File: src/rtl/tfc_pkg.sv
// Package with the types, codes, reset values and helpers of the thermal fan controller.
`timescale 1ns / 1ps

package tfc_pkg;

   // Operation codes carried by an input item.
   typedef enum logic [2:0] {
      OP_TICK     = 3'd0,
      OP_SAMPLE   = 3'd1,
      OP_MEDIA    = 3'd2,
      OP_INSERTED = 3'd3,
      OP_REMOVED  = 3'd4,
      OP_EJECT    = 3'd5
   } op_type;

   // Fan modes.
   typedef enum logic [2:0] {
      MODE_IDLE     = 3'd0,
      MODE_STARTING = 3'd1,
      MODE_NORMAL   = 3'd2,
      MODE_RAMPING  = 3'd3,
      MODE_FULL     = 3'd4
   } mode_type;

   // Thermal phases.
   typedef enum logic [1:0] {
      PHASE_ABSENT  = 2'd0,
      PHASE_COOL    = 2'd1,
      PHASE_HOT     = 2'd2,
      PHASE_INITIAL = 2'd3
   } phase_type;

   // Configuration register indexes.
   typedef enum logic [2:0] {
      CSR_SERVICE_PERIOD = 3'd0,
      CSR_START_DELAY    = 3'd1,
      CSR_RAMP_INTERVAL  = 3'd2,
      CSR_RAMP_STEP      = 3'd3,
      CSR_NORMAL_DUTY    = 3'd4,
      CSR_HOT_MINIMUM    = 3'd5,
      CSR_COOL_MAXIMUM   = 3'd6,
      CSR_FAN_OFF        = 3'd7
   } csr_index_type;

   localparam int unsigned CSR_DATA_W = 24;

   // Configuration reset values.
   localparam logic [15:0] SERVICE_PERIOD_RST = 16'd800;
   localparam logic [15:0] START_DELAY_RST    = 16'd100;
   localparam logic [23:0] RAMP_INTERVAL_RST  = 24'd60000;
   localparam logic [6:0]  RAMP_STEP_RST      = 7'd13;
   localparam logic [6:0]  NORMAL_DUTY_RST    = 7'd50;
   localparam logic [7:0]  HOT_MINIMUM_RST    = 8'd45;
   localparam logic [7:0]  COOL_MAXIMUM_RST   = 8'd40;

   // Fixed values of the datapath.
   localparam logic [6:0] DUTY_RST      = 7'd10;
   localparam logic [6:0] DUTY_MAX      = 7'd100;
   localparam logic [6:0] DUTY_FULL_MIN = 7'd99;
   localparam logic [7:0] TEMP_NONE     = 8'hFF;

   // Default number of hot readings counted before the hot phase is set.
   localparam int unsigned HOT_CONFIRMATIONS_DEF = 3;

   // Clamp a duty value to 100 percent.
   function automatic logic [6:0] clamp_duty(input logic [7:0] duty);
      logic [6:0] res;
      res = (duty > {1'b0, DUTY_MAX}) ? DUTY_MAX : duty[6:0];
      return res;
   endfunction

   // Wrap-safe deadline check: reached when (now - due) is not negative.
   function automatic logic deadline_reached(input logic [31:0] now, input logic [31:0] due);
      logic [31:0] diff;
      diff = now - due;
      return ~diff[31];
   endfunction

endpackage

File: src/rtl/thermal_fan_controller_top.sv
// Thermal fan controller: hysteresis phase tracking and fan duty sequencing.
// Throughput: one item per cycle while the output is not stalled. The input register feeds
// one pass of compare-and-add logic whose outcome is written to the state and the result
// register in the same cycle; an accepted item thus passes the input and result registers.
// Reset is synchronous and active high; it restores the register defaults, idle mode,
// absent phase, duty 10 and empties both stages.
`timescale 1ns / 1ps

module thermal_fan_controller_top #(
   parameter int unsigned HotConfirmations = tfc_pkg::HOT_CONFIRMATIONS_DEF
) (
   input  logic                            clock,
   input  logic                            reset,
   // Input items
   input  logic                            req_valid,
   output logic                            req_ready,
   input  logic [2:0]                      req_operation,
   input  logic [31:0]                     req_now_ms,
   input  logic                            req_sample_ok,
   input  logic [7:0]                      req_sample_celsius,
   // Result items
   output logic                            rsp_valid,
   input  logic                            rsp_ready,
   output logic [6:0]                      rsp_duty_percent,
   output logic [2:0]                      rsp_fan_mode,
   output logic [1:0]                      rsp_phase,
   output logic [7:0]                      rsp_last_temperature,
   output logic [1:0]                      rsp_hot_confirm_count,
   // Configuration writes
   input  logic                            csr_valid,
   output logic                            csr_ready,
   input  logic [2:0]                      csr_index,
   input  logic [tfc_pkg::CSR_DATA_W-1:0]  csr_wdata
);

   localparam int unsigned CntW = (HotConfirmations < 2) ? 1 : $clog2(HotConfirmations + 1);
   localparam logic [CntW-1:0] CntFull = CntW'(HotConfirmations);

   // Configuration registers
   logic [15:0] service_period_ff;
   logic [15:0] start_delay_ff;
   logic [23:0] ramp_interval_ff;
   logic [6:0]  ramp_step_ff;
   logic [6:0]  normal_duty_ff;
   logic [7:0]  hot_minimum_ff;
   logic [7:0]  cool_maximum_ff;
   logic        fan_off_ff;

   // Input stage
   logic                 s1_valid_ff;
   tfc_pkg::op_type      s1_op_ff;
   logic [31:0]          s1_now_ff;
   logic                 s1_ok_ff;
   logic [7:0]           s1_celsius_ff;

   // Controller state
   tfc_pkg::mode_type    mode_ff, mode_in;
   tfc_pkg::phase_type   phase_ff, phase_in;
   logic [6:0]           duty_ff, duty_in;
   logic [CntW-1:0]      hot_cnt_ff, hot_cnt_in;
   logic [7:0]           temp_ff, temp_in;
   logic [31:0]          service_due_ff, service_due_in;
   logic [31:0]          action_due_ff, action_due_in;

   // Result register
   logic                 rsp_valid_ff;
   logic [6:0]           rsp_duty_ff;
   tfc_pkg::mode_type    rsp_mode_ff;
   tfc_pkg::phase_type   rsp_phase_ff;
   logic [7:0]           rsp_temp_ff;
   logic [1:0]           rsp_cnt_ff;

   logic        advance;
   logic        csr_write;
   logic        tick_fire;
   logic        action_reached;
   logic [31:0] cnt_wide;

   // The input stage moves on whenever the result register is free or being emptied.
   assign advance   = s1_valid_ff && (!rsp_valid_ff || rsp_ready);
   assign req_ready = !s1_valid_ff || advance;
   assign csr_ready = 1'b1;
   assign csr_write = csr_valid && csr_ready;

   assign tick_fire = advance && (s1_op_ff == tfc_pkg::OP_TICK) && !fan_off_ff
                      && tfc_pkg::deadline_reached(s1_now_ff, service_due_ff);
   assign action_reached = tfc_pkg::deadline_reached(s1_now_ff, action_due_ff);

   // Configuration register writes.
   always_ff @(posedge clock) begin
      if (reset) begin
         service_period_ff <= tfc_pkg::SERVICE_PERIOD_RST;
         start_delay_ff    <= tfc_pkg::START_DELAY_RST;
         ramp_interval_ff  <= tfc_pkg::RAMP_INTERVAL_RST;
         ramp_step_ff      <= tfc_pkg::RAMP_STEP_RST;
         normal_duty_ff    <= tfc_pkg::NORMAL_DUTY_RST;
         hot_minimum_ff    <= tfc_pkg::HOT_MINIMUM_RST;
         cool_maximum_ff   <= tfc_pkg::COOL_MAXIMUM_RST;
         fan_off_ff        <= 1'b0;
      end else if (csr_write) begin
         case (tfc_pkg::csr_index_type'(csr_index))
            tfc_pkg::CSR_SERVICE_PERIOD: service_period_ff <= csr_wdata[15:0];
            tfc_pkg::CSR_START_DELAY:    start_delay_ff    <= csr_wdata[15:0];
            tfc_pkg::CSR_RAMP_INTERVAL:  ramp_interval_ff  <= csr_wdata[23:0];
            tfc_pkg::CSR_RAMP_STEP:      ramp_step_ff      <= csr_wdata[6:0];
            tfc_pkg::CSR_NORMAL_DUTY:    normal_duty_ff    <= csr_wdata[6:0];
            tfc_pkg::CSR_HOT_MINIMUM:    hot_minimum_ff    <= csr_wdata[7:0];
            tfc_pkg::CSR_COOL_MAXIMUM:   cool_maximum_ff   <= csr_wdata[7:0];
            tfc_pkg::CSR_FAN_OFF:        fan_off_ff        <= csr_wdata[0];
            default: ;
         endcase
      end
   end

   // Input register.
   always_ff @(posedge clock) begin
      if (reset) begin
         s1_valid_ff <= 1'b0;
      end else if (req_ready) begin
         s1_valid_ff <= req_valid;
      end
   end

   always_ff @(posedge clock) begin
      if (req_ready && req_valid) begin
         s1_op_ff      <= tfc_pkg::op_type'(req_operation);
         s1_now_ff     <= req_now_ms;
         s1_ok_ff      <= req_sample_ok;
         s1_celsius_ff <= req_sample_celsius;
      end
   end

   // Next fan mode.
   always_comb begin
      mode_in = mode_ff;
      if (advance && s1_op_ff == tfc_pkg::OP_EJECT) begin
         mode_in = tfc_pkg::MODE_IDLE;
      end else if (tick_fire) begin
         if (phase_ff == tfc_pkg::PHASE_ABSENT) begin
            mode_in = tfc_pkg::MODE_IDLE;
         end else begin
            case (mode_ff)
               tfc_pkg::MODE_IDLE: begin
                  if (phase_ff inside {tfc_pkg::PHASE_COOL, tfc_pkg::PHASE_HOT}) begin
                     mode_in = tfc_pkg::MODE_STARTING;
                  end
               end
               tfc_pkg::MODE_STARTING: begin
                  if (action_reached) begin
                     mode_in = tfc_pkg::MODE_NORMAL;
                  end
               end
               tfc_pkg::MODE_NORMAL: begin
                  if (phase_ff == tfc_pkg::PHASE_HOT) begin
                     mode_in = tfc_pkg::MODE_RAMPING;
                  end
               end
               tfc_pkg::MODE_RAMPING: begin
                  if (action_reached && duty_ff > tfc_pkg::DUTY_FULL_MIN) begin
                     mode_in = tfc_pkg::MODE_FULL;
                  end
               end
               tfc_pkg::MODE_FULL: begin
                  if (phase_ff == tfc_pkg::PHASE_COOL) begin
                     mode_in = tfc_pkg::MODE_NORMAL;
                  end
               end
               default: mode_in = tfc_pkg::MODE_IDLE;
            endcase
         end
      end
   end

   // Duty and deadlines on service ticks, teardown and fan-off writes.
   always_comb begin
      duty_in        = duty_ff;
      service_due_in = service_due_ff;
      action_due_in  = action_due_ff;
      if (advance && s1_op_ff == tfc_pkg::OP_EJECT) begin
         duty_in = '0;
      end else if (tick_fire) begin
         service_due_in = s1_now_ff + {16'd0, service_period_ff};
         if (phase_ff == tfc_pkg::PHASE_ABSENT) begin
            duty_in = '0;
         end else begin
            case (mode_ff)
               tfc_pkg::MODE_IDLE: begin
                  if (phase_ff inside {tfc_pkg::PHASE_COOL, tfc_pkg::PHASE_HOT}) begin
                     action_due_in = s1_now_ff + {16'd0, start_delay_ff};
                  end
               end
               tfc_pkg::MODE_STARTING: begin
                  if (action_reached) begin
                     duty_in = tfc_pkg::clamp_duty({1'b0, normal_duty_ff});
                  end
               end
               tfc_pkg::MODE_NORMAL: begin
                  if (phase_ff == tfc_pkg::PHASE_HOT) begin
                     action_due_in = s1_now_ff;
                  end
               end
               tfc_pkg::MODE_RAMPING: begin
                  if (action_reached && duty_ff <= tfc_pkg::DUTY_FULL_MIN) begin
                     duty_in = tfc_pkg::clamp_duty({1'b0, duty_ff} + {1'b0, ramp_step_ff});
                     action_due_in = s1_now_ff + {8'd0, ramp_interval_ff};
                  end
               end
               tfc_pkg::MODE_FULL: begin
                  if (phase_ff == tfc_pkg::PHASE_COOL) begin
                     duty_in = tfc_pkg::clamp_duty({1'b0, normal_duty_ff});
                  end
               end
               default: duty_in = '0;
            endcase
         end
      end
      // Switching the fan off forces the duty to zero.
      if (csr_write && tfc_pkg::csr_index_type'(csr_index) == tfc_pkg::CSR_FAN_OFF
          && csr_wdata[0]) begin
         duty_in = '0;
      end
   end

   // Phase, confirmation count and temperature from samples and media events.
   always_comb begin
      phase_in   = phase_ff;
      hot_cnt_in = hot_cnt_ff;
      temp_in    = temp_ff;
      if (advance) begin
         case (s1_op_ff)
            tfc_pkg::OP_SAMPLE: begin
               if (!s1_ok_ff) begin
                  temp_in = tfc_pkg::TEMP_NONE;
               end else begin
                  temp_in = s1_celsius_ff;
                  if (s1_celsius_ff >= hot_minimum_ff) begin
                     if (hot_cnt_ff < CntFull) begin
                        hot_cnt_in = hot_cnt_ff + CntW'(1);
                     end else begin
                        phase_in = tfc_pkg::PHASE_HOT;
                     end
                  end else begin
                     hot_cnt_in = CntFull;
                     if (s1_celsius_ff <= cool_maximum_ff) begin
                        phase_in = tfc_pkg::PHASE_COOL;
                     end
                  end
               end
            end
            tfc_pkg::OP_MEDIA: begin
               phase_in   = tfc_pkg::PHASE_COOL;
               temp_in    = tfc_pkg::TEMP_NONE;
               hot_cnt_in = '0;
            end
            tfc_pkg::OP_INSERTED: begin
               phase_in   = tfc_pkg::PHASE_INITIAL;
               temp_in    = tfc_pkg::TEMP_NONE;
               hot_cnt_in = '0;
            end
            tfc_pkg::OP_REMOVED: begin
               phase_in   = tfc_pkg::PHASE_ABSENT;
               temp_in    = tfc_pkg::TEMP_NONE;
               hot_cnt_in = '0;
            end
            tfc_pkg::OP_EJECT: begin
               phase_in = tfc_pkg::PHASE_ABSENT;
               temp_in  = tfc_pkg::TEMP_NONE;
            end
            default: ;
         endcase
      end
   end

   // Controller state registers.
   always_ff @(posedge clock) begin
      if (reset) begin
         mode_ff        <= tfc_pkg::MODE_IDLE;
         phase_ff       <= tfc_pkg::PHASE_ABSENT;
         duty_ff        <= tfc_pkg::DUTY_RST;
         hot_cnt_ff     <= '0;
         temp_ff        <= tfc_pkg::TEMP_NONE;
         service_due_ff <= '0;
         action_due_ff  <= '0;
      end else begin
         mode_ff        <= mode_in;
         phase_ff       <= phase_in;
         duty_ff        <= duty_in;
         hot_cnt_ff     <= hot_cnt_in;
         temp_ff        <= temp_in;
         service_due_ff <= service_due_in;
         action_due_ff  <= action_due_in;
      end
   end

   // The count is shown by its low two bits.
   assign cnt_wide = 32'(hot_cnt_in);

   // Result register.
   always_ff @(posedge clock) begin
      if (reset) begin
         rsp_valid_ff <= 1'b0;
      end else if (advance) begin
         rsp_valid_ff <= 1'b1;
      end else if (rsp_ready) begin
         rsp_valid_ff <= 1'b0;
      end
   end

   always_ff @(posedge clock) begin
      if (advance) begin
         rsp_duty_ff  <= duty_in;
         rsp_mode_ff  <= mode_in;
         rsp_phase_ff <= phase_in;
         rsp_temp_ff  <= temp_in;
         rsp_cnt_ff   <= cnt_wide[1:0];
      end
   end

   assign rsp_valid             = rsp_valid_ff;
   assign rsp_duty_percent      = rsp_duty_ff;
   assign rsp_fan_mode          = rsp_mode_ff;
   assign rsp_phase             = rsp_phase_ff;
   assign rsp_last_temperature  = rsp_temp_ff;
   assign rsp_hot_confirm_count = rsp_cnt_ff;

endmodule

File: config.mk
export PLATFORM = sky130hd
export DESIGN_NAME = thermal_fan_controller_top
export DESIGN_NICKNAME = d
export VERILOG_FILES = /design/src/rtl/tfc_pkg.sv /design/src/rtl/thermal_fan_controller_top.sv
export SDC_FILE = /design/constraint.sdc
export NUM_CORES = 1
export LEC_CHECK = 0
export BUFFER_PORTS_ARGS = -buffer_cell sky130_fd_sc_hd__buf_4
export CAP_MARGIN = 20
export CELL_PAD_IN_SITES_DETAIL_PLACEMENT = 1
export CELL_PAD_IN_SITES_GLOBAL_PLACEMENT = 1
export CORE_ASPECT_RATIO = 0.8
export CORE_MARGIN = 1
export CORE_UTILIZATION = 40
export CTS_BUF_LIST = sky130_fd_sc_hd__clkbuf_4 sky130_fd_sc_hd__clkbuf_8
export DETAILED_ROUTE_END_ITERATION = 6
export GPL_TIMING_DRIVEN = 0
export PLACE_DENSITY_LB_ADDON = 0.1
export SYNTH_ARGS = -nofsm -noshare
export SYNTH_HDL_FRONTEND = slang
export SYNTH_SLANG_ARGS = --single-unit
File: constraint.sdc
create_clock -name clock -period 11 [get_ports clock]
set_input_delay 0.55 -clock clock [delete_from_list [all_inputs] [get_ports clock]]
set_output_delay 0.55 -clock clock [all_outputs]
set_load 0.05 [all_outputs]
==> flow_metrics.tcl <==
set metrics [dict create \
    status "finished, final reports clean" \
    grt_pass1_vias 12700 \
    cts_htree_levels 2 \
    overflow 0 \
    worst-r2r-setup-slack_ns 5.83 \
    mappedNetlistArea_mm2 0.0141 \
    post-route-period-util_pct 47.0 \
    initial_core_util_pct 40.6 \
    synth.most_common_cell "nand2_1" \
    hold_viol_final 0 \
    dr.first_iter.drc_count 739 \
    placed_cell_area_mm2 0.0154 \
    final_core_util_pct 47.1 \
    fin_ws_ns 5.83 \
    via_per_inst 5.45 \
    wire_per_inst_um 20.2 \
    fill_cells 4199 \
    grt_pass1_wl_um 72500 \
    path_depth 18 \
    crit_family "compound AO/OA/AOI/OAI gates" \
    antenna_found_initial 0 \
    crit_type "flop to flop" \
    peakVddDrop_mv 0.0837 \
    gp_congestion 0.886 \
    ys_ff_latch 241 \
    cp.buffers_inverters 3 \
    maxCapViolations 0 \
    num_rows 61 \
    leakage_nw 6.47 \
    tns_ns 0 \
    reg2reg_depth 18 \
    cts_hold_buf 0 \
    core_area_mm2 0.0347 \
    cts_setup_buffers 0 \
    max_freq_ghz 0.194 \
    ant_nets 0 \
    cp-end-kind "flop" \
    cpMostUsedCell "nand2_1" \
    hp-class "primary input to flop" \
    post-place-ws_ns 5.95 \
    cts_tree "yes" \
    crit_path_end "action_due_ff[28]$_SDFFE_PP0P_" \
    cp.arrival_ns 5.67 \
    startpoint "mode_ff[2]$_SDFF_PP0_" \
    syn_to_final_growth_pct 16.0 \
    finalCriticalPeriod_ns 5.17 \
    synth_edf_count 66 \
    power_mw 2.12 \
    syn-num-nets 1871 \
    r2r-end "action_due_ff[28]$_SDFFE_PP0P_" \
    required_ns 11.50 \
    maxSlewViolCount 0 \
    grtUsageTotal_pct 26.4 \
    startpoint_type "flop" \
    dieArea_mm2 0.0359 \
    rsz0062_at_grt "false" \
    totalWireLength_um 47000 \
    cts_buffer_depth 3 \
    num_vias 12600 \
    clock-skew-final_ns 0.0294 \
    crit_chain "clkbuf_1 > nor2b_1 > nand2_1 > clkbuf_1 > buf_1 > nand2_1 > nand2_1 > ha_1 > fa_1 > a21o_1 > a221oi_2 > a21oi_1 > a221o_1 > a31oi_2 > o211ai_1 > nand3_1 > xor2_1 > a211oi_2" \
    yosysWarnings 0 \
    worst_hold_slack_ns 0.130 \
    cts_root_buffer "clkbuf_8" \
    synthTopCellsByArea "dfxtp_1 25%, edfxtp_1 14%, ha_1 11%" \
    numCtsBuffers 45 \
    drive_gt1_share_pct 11.4 \
    ys_seq_area_share_pct 39.0 \
    clk_pin_slew_worst_paths_ns 0.07 \
    placedCellCount 2236 \
    slew_headroom_pct 27.8 \
    ys_types 81 \
    die_x_um 212 \
    timing.critical_path.slowest_cell_delay_ns 0.64 \
    ctsResizeCount 0 \
    ys.flop_type "dfxtp_1" \
    port_buffers 97 \
    final_nets 2017 \
    clk_latency_ns 0.60 \
    synth_common_cells "307 x nand2_1, 175 x dfxtp_1, 157 x a21oi_1" \
    hpwlAfterDp_um 36100 \
    ys_async_sr_fraction_pct 0 \
    die_h_um 170 \
    yosysTopAreaCell "dfxtp_1" \
    synth_cells 1665 \
    fin_area_mm2 0.0163 \
    crit_fanout 11 \
    timing.rr.start "mode_ff[2]$_SDFF_PP0_" \
    setup_violations 0 \
    synth_top_area_share_pct 24.9 \
    synth_area_per_cell_um2 8.44 \
    drc 0 \
    power_density_mw_per_mm2 130 \
    drtPass1Iterations 5 \
    grt_max_degree 28 \
    instances_no_fill 2321 \
    crit_slowest_cell "clkbuf_1" \
    ioPinCount 101 \
    cts.sinks 241 \
    tightest_slew_ns 1.08 \
]
-- worst min-delay path by stage --
stage | from | to | slack (ns) | cells after the start
global placement | service_due_ff[2]$_SDFFE_PP0P_ | service_due_ff[2]$_SDFFE_PP0P_ | 0.44 | 2
floorplan | ramp_interval_ff[16]$_SDFFE_PP0P_ | ramp_interval_ff[16]$_SDFFE_PP0P_ | 0.43 | 2
detailed placement | ramp_interval_ff[22]$_SDFFE_PP0P_ | ramp_interval_ff[22]$_SDFFE_PP0P_ | 0.45 | 2
finish | req_now_ms[23] | s1_now_ff[23]$_DFFE_PP_ | 0.13 | 1
global route | req_now_ms[16] | s1_now_ff[16]$_DFFE_PP_ | 0.09 | 1
CTS | req_now_ms[23] | s1_now_ff[23]$_DFFE_PP_ | 0.09 | 1
-- state kept, by name, summed over array words and instances, names as in the netlist, 7 cells and up --
register and count:
ramp_interval_ff 24, s1_celsius_ff 8, rsp_last_temperature 8, s1_now_ff 32, start_delay_ff 16, rsp_duty_percent 7
temp_ff 8, normal_duty_ff 7, hot_minimum_ff 8, service_period_ff 16, duty_ff 7, action_due_ff 32
ramp_step_ff 7, service_due_ff 32, cool_maximum_ff 8
-- final cells by class --
cell class | count | area (um^2) | area share, %
buffer | 67 | 280 | 1.72
timing repair buffer | 99 | 753 | 4.62
sequential | 241 | 5490 | 33.6
inverter | 105 | 394 | 2.42
multi-input combinational | 1252 | 7900 | 48.4
clock inverter | 17 | 86.3 | 0.529
antenna | 2 | 5.00 | 0.0307
tap | 472 | 591 | 3.62
clock buffer | 66 | 815 | 5.00
-- layer usage --
| layer | routed length, um | share of wire [%] | vias up | track usage (%) |
|---|---|---|---|---|
| met2 | 20400 | 43 | 242 | 40.8 |
| met3 | 2090 | 4.4 | 53 | 3.94 |
| met1 | 23900 | 51 | 6183 | 38.6 |
| li1 | - | - | 6163 | - |
| met5 | 0 | 0 | - | 0 |
| met4 | 638 | 1.4 | 0 | 5.61 |
-- report_power, final --
group / internal, mW / leakage (nW) / switching [mW]
logic: 0.100 / 3.95 / 0.160
clock network: 0.477 / 0.475 / 0.411
registers: 0.940 / 2.05 / 0.0298
-- cells by family after synthesis --
family	Yosys count	share of synthesized area, %
AOI/OAI and AO/OA	430	19.7
xor gates and xnor gates	52	3.24
adders and majority gates	130	11.7
buffers and inverters	172	4.80
DFF	241	39.0
muxes	34	2.43
other	1	0.0267
and+or+nand+nor	605	19.1
-- placed cells by master (no fill, tap or decap), types with 16 or more instances in the layout --
cell type / synthesis / layout
nand2b_1: 17 / 17
xor2_1: 16 / 16
clkbuf_1: 52 / 52
nor3_1: 22 / 22
xnor2_1: 36 / 36
and3_1: 16 / 16
a21oi_1: 157 / 157
inv_1: 105 / 105
nand2_1: 307 / 307
nor2_1: 122 / 122
a211oi_1: 17 / 17
dfxtp_1: 175 / 175
edfxtp_1: 66 / 66
nand3_1: 50 / 50
ha_1: 127 / 127
buf_4: 2 / 99
clkbuf_8: 0 / 51
mux2i_1: 33 / 33
o21ai_0: 63 / 63
a21o_1: 37 / 37
o21ai_1: 20 / 20
Power figures use the tool's default switching activity.
